===== src/rtl/core/swarq_pkg.sv =====
// Package for the stop-and-wait ARQ sender core.
// Holds request and result types, operation and result codes, and reset values.
// Depends on nothing.
`timescale 1ns / 1ps
package swarq_pkg;

   localparam int CSR_INDEX_W = 2;
   localparam int CSR_DATA_W  = 16;

   localparam logic [CSR_INDEX_W-1:0] CSR_OWN_ADDRESS  = 2'd0;
   localparam logic [CSR_INDEX_W-1:0] CSR_PEER_ADDRESS = 2'd1;
   localparam logic [CSR_INDEX_W-1:0] CSR_RETRY_LIMIT  = 2'd2;
   localparam logic [CSR_INDEX_W-1:0] CSR_ACK_TIMEOUT  = 2'd3;

   localparam logic [1:0] OP_PAYLOAD = 2'd0;
   localparam logic [1:0] OP_TICK    = 2'd1;
   localparam logic [1:0] OP_ACK     = 2'd2;

   localparam logic [1:0] KIND_BYTE      = 2'd0;
   localparam logic [1:0] KIND_DELIVERED = 2'd1;
   localparam logic [1:0] KIND_GAVE_UP   = 2'd2;

   localparam logic [7:0] FRAME_TYPE_DATA = 8'd1;
   localparam logic [7:0] FRAME_TYPE_ACK  = 8'd2;

   localparam logic [7:0]  OWN_ADDRESS_RESET  = 8'd1;
   localparam logic [7:0]  PEER_ADDRESS_RESET = 8'd0;
   localparam logic [3:0]  RETRY_LIMIT_RESET  = 4'd5;
   localparam logic [15:0] ACK_TIMEOUT_RESET  = 16'd4000;

   localparam logic [15:0] SUM_LOW_MASK  = 16'h00FF;
   localparam logic [15:0] SUM_HIGH_MASK = 16'hFF00;

   localparam int HEADER_BYTES  = 4;
   localparam int TRAILER_BYTES = 5;

   typedef enum logic [1:0] {
      ST_COLLECT,
      ST_SEND,
      ST_WAIT
   } state_type;

   typedef struct packed {
      logic [1:0] operation;
      logic [7:0] payload_byte;
      logic       payload_last;
      logic [7:0] ack_dest;
      logic [7:0] ack_type;
      logic [7:0] ack_seq;
      logic [7:0] ack_check;
   } req_type;

   typedef struct packed {
      logic [1:0] out_kind;
      logic [7:0] out_byte;
      logic       out_last;
      logic [7:0] seq_number;
   } rsp_type;

endpackage


===== src/rtl/core/swarq_ram.sv =====
// Generic single-port-write, single-port-read RAM with a registered read.
// Used as the payload store of the ARQ sender core. No dependencies.
`timescale 1ns / 1ps
module swarq_ram #(
   parameter int WIDTH = 8,
   parameter int DEPTH = 48,
   localparam int AW = (DEPTH > 1) ? $clog2(DEPTH) : 1
) (
   input  logic             clock,
   input  logic             wr_en,
   input  logic [AW-1:0]    wr_addr,
   input  logic [WIDTH-1:0] wr_data,
   input  logic [AW-1:0]    rd_addr,
   output logic [WIDTH-1:0] rd_data
);

   logic [WIDTH-1:0] mem_ff [DEPTH];
   logic [WIDTH-1:0] rd_data_ff;

   always_ff @(posedge clock) begin
      if (wr_en) begin
         mem_ff[wr_addr] <= wr_data;
      end
      rd_data_ff <= mem_ff[rd_addr];
   end

   assign rd_data = rd_data_ff;

endmodule


===== src/rtl/core/stop_and_wait_arq_sender_core.sv =====
// Top level of the stop-and-wait ARQ sender: control, checksums and CSRs.
// Depends on swarq_pkg and swarq_ram (payload store).
`timescale 1ns / 1ps
//
//  Channel   Direction  Handshake                 Payload
//  request   in         start && !busy            req_data  (swarq_pkg::req_type)
//  result    out        rsp_strobe, one cycle     rsp_data  (swarq_pkg::rsp_type)
//  csr       in         csr_valid && csr_ready    csr_index, csr_data
//
//  A request that causes no frame never raises busy; a request that sends a frame of
//  L payload bytes holds busy while the frame leaves one byte a cycle, each payload
//  byte read from the payload store in the cycle before its slot.
//  Results appear in the cycle after the request or the frame slot that produces them.
//  Reset is synchronous and needs no clearing pass; the result side cannot stall.
module stop_and_wait_arq_sender_core #(
   parameter int MAX_PAYLOAD = 48
) (
   input  logic                                 clock,
   input  logic                                 reset,
   input  logic                                 start,
   output logic                                 busy,
   input  swarq_pkg::req_type                   req_data,
   output logic                                 rsp_strobe,
   output swarq_pkg::rsp_type                   rsp_data,
   input  logic                                 csr_valid,
   output logic                                 csr_ready,
   input  logic [swarq_pkg::CSR_INDEX_W-1:0]    csr_index,
   input  logic [swarq_pkg::CSR_DATA_W-1:0]     csr_data
);

   localparam int AW = (MAX_PAYLOAD > 1) ? $clog2(MAX_PAYLOAD) : 1;
   localparam int LW = $clog2(MAX_PAYLOAD + 1);
   localparam int PW = $clog2(MAX_PAYLOAD + swarq_pkg::HEADER_BYTES
                              + swarq_pkg::TRAILER_BYTES);

   swarq_pkg::state_type state_ff, state_in;
   logic [7:0]           own_ff, peer_ff;
   logic [3:0]           limit_ff;
   logic [15:0]          timeout_ff;
   logic [7:0]           seq_ff, seq_in;
   logic [3:0]           credits_ff, credits_in;
   logic [15:0]          tick_ff, tick_in;
   logic [LW-1:0]        len_ff, len_in;
   logic [PW-1:0]        pos_ff, pos_in;
   logic [7:0]           xor_ff, xor_in;
   logic [15:0]          sum_ff, sum_in;
   logic [15:0]          wsum_ff, wsum_in;
   logic                 rsp_strobe_ff, rsp_strobe_in;
   swarq_pkg::rsp_type   rsp_ff, rsp_in;

   logic                 accept;
   logic                 wr_en;
   logic [AW-1:0]        rd_addr;
   logic [7:0]           rd_data;
   logic [PW-1:0]        total;
   logic [PW-1:0]        rd_pos;
   logic [7:0]           frame_byte;
   logic                 last_pos;
   logic [15:0]          weighted;
   logic                 start_send, retry, deliver, give_up;

   swarq_ram #(
      .WIDTH (8),
      .DEPTH (MAX_PAYLOAD)
   ) u_payload_ram (
      .clock   (clock),
      .wr_en   (wr_en),
      .wr_addr (len_ff[AW-1:0]),
      .wr_data (req_data.payload_byte),
      .rd_addr (rd_addr),
      .rd_data (rd_data)
   );

   assign busy       = (state_ff == swarq_pkg::ST_SEND);
   assign csr_ready  = ~busy;
   assign accept     = start & ~busy;
   assign rsp_strobe = rsp_strobe_ff;
   assign rsp_data   = rsp_ff;

   assign total   = PW'(len_ff) + PW'(swarq_pkg::HEADER_BYTES);
   assign rd_pos  = pos_ff - PW'(swarq_pkg::HEADER_BYTES - 1);
   assign rd_addr = rd_pos[AW-1:0];

   always_comb begin
      last_pos = 1'b0;
      priority if (pos_ff < PW'(swarq_pkg::HEADER_BYTES)) begin
         unique case (pos_ff[1:0])
            2'd0: frame_byte = own_ff;
            2'd1: frame_byte = peer_ff;
            2'd2: frame_byte = swarq_pkg::FRAME_TYPE_DATA;
            2'd3: frame_byte = seq_ff;
         endcase
      end else if (pos_ff < total) begin
         frame_byte = rd_data;
      end else if (pos_ff == total) begin
         frame_byte = xor_ff;
      end else if (pos_ff == total + PW'(1)) begin
         frame_byte = 8'(sum_ff & swarq_pkg::SUM_LOW_MASK);
      end else if (pos_ff == total + PW'(2)) begin
         frame_byte = 8'((sum_ff & swarq_pkg::SUM_HIGH_MASK) >> 8);
      end else if (pos_ff == total + PW'(3)) begin
         frame_byte = 8'(wsum_ff & swarq_pkg::SUM_LOW_MASK);
      end else begin
         frame_byte = 8'((wsum_ff & swarq_pkg::SUM_HIGH_MASK) >> 8);
         last_pos   = 1'b1;
      end
   end

   assign weighted = 16'(16'(frame_byte) * 16'(pos_ff + PW'(1)));

   always_comb begin
      state_in      = state_ff;
      seq_in        = seq_ff;
      credits_in    = credits_ff;
      tick_in       = tick_ff;
      len_in        = len_ff;
      pos_in        = pos_ff;
      xor_in        = xor_ff;
      sum_in        = sum_ff;
      wsum_in       = wsum_ff;
      rsp_strobe_in = 1'b0;
      rsp_in        = rsp_ff;
      wr_en         = 1'b0;
      start_send    = 1'b0;
      retry         = 1'b0;
      deliver       = 1'b0;
      give_up       = 1'b0;

      unique case (state_ff)
         swarq_pkg::ST_COLLECT: begin
            if (accept && req_data.operation == swarq_pkg::OP_PAYLOAD) begin
               if (len_ff < LW'(MAX_PAYLOAD)) begin
                  wr_en  = 1'b1;
                  len_in = len_ff + LW'(1);
               end
               start_send = req_data.payload_last;
            end
         end
         swarq_pkg::ST_SEND: begin
            rsp_strobe_in     = 1'b1;
            rsp_in.out_kind   = swarq_pkg::KIND_BYTE;
            rsp_in.out_byte   = frame_byte;
            rsp_in.out_last   = last_pos;
            rsp_in.seq_number = seq_ff;
            if (pos_ff < total) begin
               xor_in  = xor_ff ^ frame_byte;
               sum_in  = sum_ff + 16'(frame_byte);
               wsum_in = wsum_ff + weighted;
            end
            pos_in = pos_ff + PW'(1);
            if (last_pos) begin
               state_in = swarq_pkg::ST_WAIT;
            end
         end
         swarq_pkg::ST_WAIT: begin
            if (accept && req_data.operation == swarq_pkg::OP_TICK) begin
               if (tick_ff >= timeout_ff) begin
                  retry = 1'b1;
               end else begin
                  tick_in = tick_ff + 16'd1;
               end
            end else if (accept && req_data.operation == swarq_pkg::OP_ACK) begin
               if ((req_data.ack_type ^ req_data.ack_seq) != req_data.ack_check) begin
                  retry = 1'b1;
               end else if (req_data.ack_dest == own_ff
                            && req_data.ack_type == swarq_pkg::FRAME_TYPE_ACK
                            && req_data.ack_seq == seq_ff) begin
                  deliver = 1'b1;
               end
            end
         end
         default: begin
            state_in = swarq_pkg::ST_COLLECT;
         end
      endcase

      if (retry) begin
         if (credits_ff == 4'd0) begin
            give_up = 1'b1;
         end else begin
            start_send = 1'b1;
         end
      end

      if (start_send) begin
         state_in   = swarq_pkg::ST_SEND;
         pos_in     = '0;
         xor_in     = '0;
         sum_in     = '0;
         wsum_in    = '0;
         tick_in    = '0;
         credits_in = (credits_ff != 4'd0) ? credits_ff - 4'd1 : 4'd0;
      end

      if (deliver || give_up) begin
         rsp_strobe_in     = 1'b1;
         rsp_in.out_kind   = deliver ? swarq_pkg::KIND_DELIVERED : swarq_pkg::KIND_GAVE_UP;
         rsp_in.out_byte   = '0;
         rsp_in.out_last   = 1'b1;
         rsp_in.seq_number = seq_ff;
         seq_in            = seq_ff + 8'd1;
         credits_in        = limit_ff;
         len_in            = '0;
         tick_in           = '0;
         state_in          = swarq_pkg::ST_COLLECT;
      end
   end

   always_ff @(posedge clock) begin
      if (reset) begin
         state_ff      <= swarq_pkg::ST_COLLECT;
         seq_ff        <= '0;
         credits_ff    <= swarq_pkg::RETRY_LIMIT_RESET;
         tick_ff       <= '0;
         len_ff        <= '0;
         pos_ff        <= '0;
         rsp_strobe_ff <= 1'b0;
      end else begin
         state_ff      <= state_in;
         seq_ff        <= seq_in;
         credits_ff    <= credits_in;
         tick_ff       <= tick_in;
         len_ff        <= len_in;
         pos_ff        <= pos_in;
         rsp_strobe_ff <= rsp_strobe_in;
      end
   end

   always_ff @(posedge clock) begin
      xor_ff  <= xor_in;
      sum_ff  <= sum_in;
      wsum_ff <= wsum_in;
      rsp_ff  <= rsp_in;
   end

   always_ff @(posedge clock) begin
      if (reset) begin
         own_ff     <= swarq_pkg::OWN_ADDRESS_RESET;
         peer_ff    <= swarq_pkg::PEER_ADDRESS_RESET;
         limit_ff   <= swarq_pkg::RETRY_LIMIT_RESET;
         timeout_ff <= swarq_pkg::ACK_TIMEOUT_RESET;
      end else if (csr_valid && csr_ready) begin
         unique case (csr_index)
            swarq_pkg::CSR_OWN_ADDRESS:  own_ff     <= csr_data[7:0];
            swarq_pkg::CSR_PEER_ADDRESS: peer_ff    <= csr_data[7:0];
            swarq_pkg::CSR_RETRY_LIMIT:  limit_ff   <= csr_data[3:0];
            swarq_pkg::CSR_ACK_TIMEOUT:  timeout_ff <= csr_data;
         endcase
      end
   end

endmodule

===== config.mk =====
export PLATFORM = sky130hd
export DESIGN_NAME = stop_and_wait_arq_sender_core
export DESIGN_NICKNAME = d
export VERILOG_FILES = /design/src/rtl/core/swarq_pkg.sv /design/src/rtl/core/swarq_ram.sv /design/src/rtl/core/stop_and_wait_arq_sender_core.sv
export SDC_FILE = /design/constraint.sdc
export NUM_CORES = 1
export LEC_CHECK = 0
export ABC_AREA = 0
export BUFFER_PORTS_ARGS = -buffer_cell sky130_fd_sc_hd__buf_2
export CORE_MARGIN = 5
export CORE_UTILIZATION = 52
export CTS_BUF_LIST = sky130_fd_sc_hd__clkbuf_8
export CTS_CLUSTER_DIAMETER = 50
export DETAILED_ROUTE_END_ITERATION = 10
export PLACE_DENSITY = 0.71
export SETUP_SLACK_MARGIN = 0.15
export SLEW_MARGIN = 20
export SYNTH_ARGS = -nofsm -noshare
export SYNTH_HDL_FRONTEND = slang
export SYNTH_HIERARCHICAL = 1
export SYNTH_SLANG_ARGS = --single-unit
export TNS_END_PERCENT = 50

===== constraint.sdc =====
create_clock -name clock -period 6.2 [get_ports clock]
set_input_delay 0 -clock clock [delete_from_list [all_inputs] [get_ports clock]]
set_output_delay 0 -clock clock [all_outputs]
set_load 0.01 [all_outputs]

==> results.tsv <==
metric	value	unit
status	finished with violations	
failing checks	setup timing	
Pleak	12.0	nW
post-synthesis sequential area ratio	56.7	%
Max VDD drop	234	uV
largest family of logic cells by synthesized area	simple AND/OR/NAND/NOR gates	
clk_lat worst skew	0.69	ns
pin count of the biggest net entering global routing	129	
Layout area overhead	17.4	%
Synth Instances	2040	
Initial Util	52.5	%
most used flip-flop cell after synthesis	edfxtp_1	
Syn Area/Cell	12.6	sq um
RSZ-0062 raised after global routing	yes	
FMAX	160	MHz
routed wl met2	29.9	mm
Die X	232	um
Mapped Area	25700	sq um
CTS tree	done	
post-synthesis compound-gate area fraction	8.81	%
max-slew violations	0	
First DRT Iteration DRCs	1352	
Syn. warnings	6	
Longest Clk Path Bufs	3	
post-route ant nets	0	
Worst Clk Skew	0.0308	ns
Num CTS Buffers	86	
crit path capture type	flop	
highest routed metal layer	met4	
DRT Pass-1 Iters	6	
Ports	87	
Tmin final	6.27	ns
Simple-Gate Fraction of Synth Area	10.0	%
EDFF count, synth	394	
Total GRT Usage	23.0	%
first-pass GRT wire length	96.9	mm
Critical Path AT	6.80	ns
WHS	0.131	ns
row count	81	
Startpoint Class	flop	
Worst Path Max Fanout	7	
Req. time, crit path	6.73	ns
Synth Area in XOR/XNOR	3.76	%
min-delay worst type	input port to flop	
vias in the first global route	17500	
post-layout instance area	30100	sq um
clk sinks	530	
final period utilization	101	%
final hold violation count	0	
gp weighted congestion	0.917	
Final Power	7.53	mW
buffers added on ports	86	
Synth Area in Adders	7.26	%
Routed wire per std cell	20.4	um
antenna violations before repair	1	
placed cell area	27400	sq um
hpwl dp	40.6	mm
htree depth	3	
routed wl met3	3.76	mm
mux cell area share after synthesis	9.60	%
floorplan core area	48800	sq um
PnR worst setup slack	-0.0678	ns
share of cells above drive strength 1	20.6	%
die area	53900	sq um
Chip Height	232	um
Filler cells	3800	
vias	17200	
Rel. slew slack	22.9	%
PwrDens	250	nW/um^2
Synth Register Bits	530	
Final Setup Violations	1	
Post-Route WL	61.9	mm
Max Cap Viol	0	
Setup CP Type	flop to flop	
Mapped Nets	2228	
Layout Utilization	61.7	%
clock root buffer master	clkbuf_8	
Worst-Margin Slew	1.15	ns
WL met1	25.8	mm
via/cell ratio	5.68	
total gr overflow	0	
non-filler instance count after layout	3034	
FFs w/ async S/R, synth	0	%
placed cells	2793	
CTS clk-pin slew, worst paths	0.06	ns
Post-route DRC	0	
Antenna Diode Count	0	
Yosys cell types	71	
Final #Nets	2494	
-- final timing paths --
check,start,endpoint,slack [ns],cells after the start
worst max-delay path,len_ff[2],wsum_ff[15],-0.07,27
worst max register to register,len_ff[2],wsum_ff[15],-0.07,27
worst min-delay path,req_data[15],credits_ff[2],0.13,7
worst min register to register,rsp_data[14],rsp_data[14],0.45,2
-- layout by cell type, fill, tap and decap left out, types with 11 or more instances in the layout --
cell	Yosys	layout
mux4_2	40	40
inv_2	0	11
buf_2	8	86
o21ai_0	27	20
a221oi_1	20	20
dlygate4sd3_1	0	56
xnor2_1	60	57
ha_4	0	11
nor2_1	164	157
xor2_1	32	31
nand2_1	150	139
clkbuf_8	0	88
a22o_1	16	16
nand4_1	22	22
dfxtp_1	136	132
nand3b_1	11	11
nand2b_1	14	14
nor2b_1	26	22
inv_1	131	148
a211o_1	13	13
nor3_1	51	48
buf_6	10	12
clkinv_1	1	21
mux2i_1	156	155
a22oi_1	39	39
fa_1	43	39
and2_1	19	12
nand3_1	39	36
a21oi_1	117	109
buf_4	11	118
edfxtp_1	394	394
ha_1	80	62
-- metrics by stage --
step	TNS, ns	setup WS (ns)
2_1_floorplan	0	0.0269
3_3_place_gp	-0.189	-0.147
3_5_place_dp	-0.646	-0.293
4_1_cts	-0.127	-0.117
5_1_grt	-0.980	-0.357
6_report	-0.0678	-0.0678
-- registers in the layout, summed over array words and instances, names as in the netlist, 16 cells and up --
| register | count |
|---|---|
| timeout_ff | 16 |
| u_payload_ram/mem_ff | 384 |
| rsp_data | 19 |
| tick_ff | 16 |
| wsum_ff | 16 |
| sum_ff | 16 |
-- cell type report --
cell class | count | area [sq um] | area share, %
Timing Repair Buffer | 274 | 2050 | 6.81
Tap cell | 664 | 831 | 2.76
Sequential cell | 530 | 14600 | 48.3
Clock inverter | 64 | 357 | 1.18
Clock buffer | 88 | 1210 | 4.02
Inverter | 132 | 503 | 1.67
Multi-Input combinational cell | 1282 | 10600 | 35.2
-- cell usage after synthesis, drive strengths merged, types with 5 or more instances --
master   count  area (sq um)
nand2b      14          87.6
nand3b      11          82.6
ha          80          1000
buf         42           284
xnor2       60           526
nand2      150           563
inv        131           492
a221oi      20           175
edfxtp     394         11800
o21a         9          67.6
mux2i      156          1560
o22ai       11          68.8
a21o        11          82.6
xnor3        7           159
xor2        32           280
a211o       13           114
clkbuf      54           204
nand4       22           138
mux4        40           901
and2        19           119
fa          43           861
nand3       39           195
a211oi       6          45.0
nor2b       26           163
a21oi      118           594
o21ai       28           140
a22oi       39           293
nor3        51           255
nor4         6          37.5
nor2       164           616
dfxtp      136          2720
o41ai       10           155
and3        10          62.6
or3         11          68.8
or2          8          50.1
a31oi       10           138
o2bb2ai      5          43.8
a22o        16           140
-- logic make-up (layout without fill, tap and decap cells) --
group / count (synthesis) / count (layout)
simple gates: 545 / 545
flops: 530 / 530
compound gates: 319 / 319
buf+inv: 228 / 558
mux: 196 / 196
fa+ha+maj: 123 / 123
xor+xnor: 99 / 99
-- power by group --
part	internal, mW	total [mW]	switching (mW)
clock network	1.42	2.80	1.39
registers	3.89	3.99	0.0971
logic	0.340	0.746	0.406
-- critical path, stage by stage, from the launching register on --
cell and delay (ns):
dfxtp_4 0.37, ha_4 0.16, xnor3_2 0.28, buf_6 0.14, buf_4 0.13, xnor2_2 0.13, nand4b_1 0.15, a21o_4 0.26
buf_4 0.14, a211o_1 0.32, a31oi_4 0.28, nand2b_1 0.11, fa_1 0.47, fa_1 0.56, inv_1 0.05, fa_1 0.50
inv_2 0.04, fa_1 0.54, inv_2 0.05, ha_4 0.26, nand3_4 0.09, o2111ai_4 0.14, nand3b_1 0.17, a31oi_2 0.12
or3_4 0.34, a21oi_2 0.15, xnor2_1 0.12, nor2_1 0.06
-- layer usage --
metal / up-vias / track usage, %
met5: - / 0
met4: 0 / 8.83
met3: 162 / 4.65
met2: 564 / 38.3
met1: 8493 / 30.0
li1: 8022 / -
-- what timing repair did --
item,CTS,global route
setup endpoints to repair,7,10
pin swaps,57,33
resized for setup,52,40
endpoints found under the hold margin,395,0
hold buffers,56,0
gates cloned,1,0
setup buffers,23,9
(Power assumes the default switching activity.)
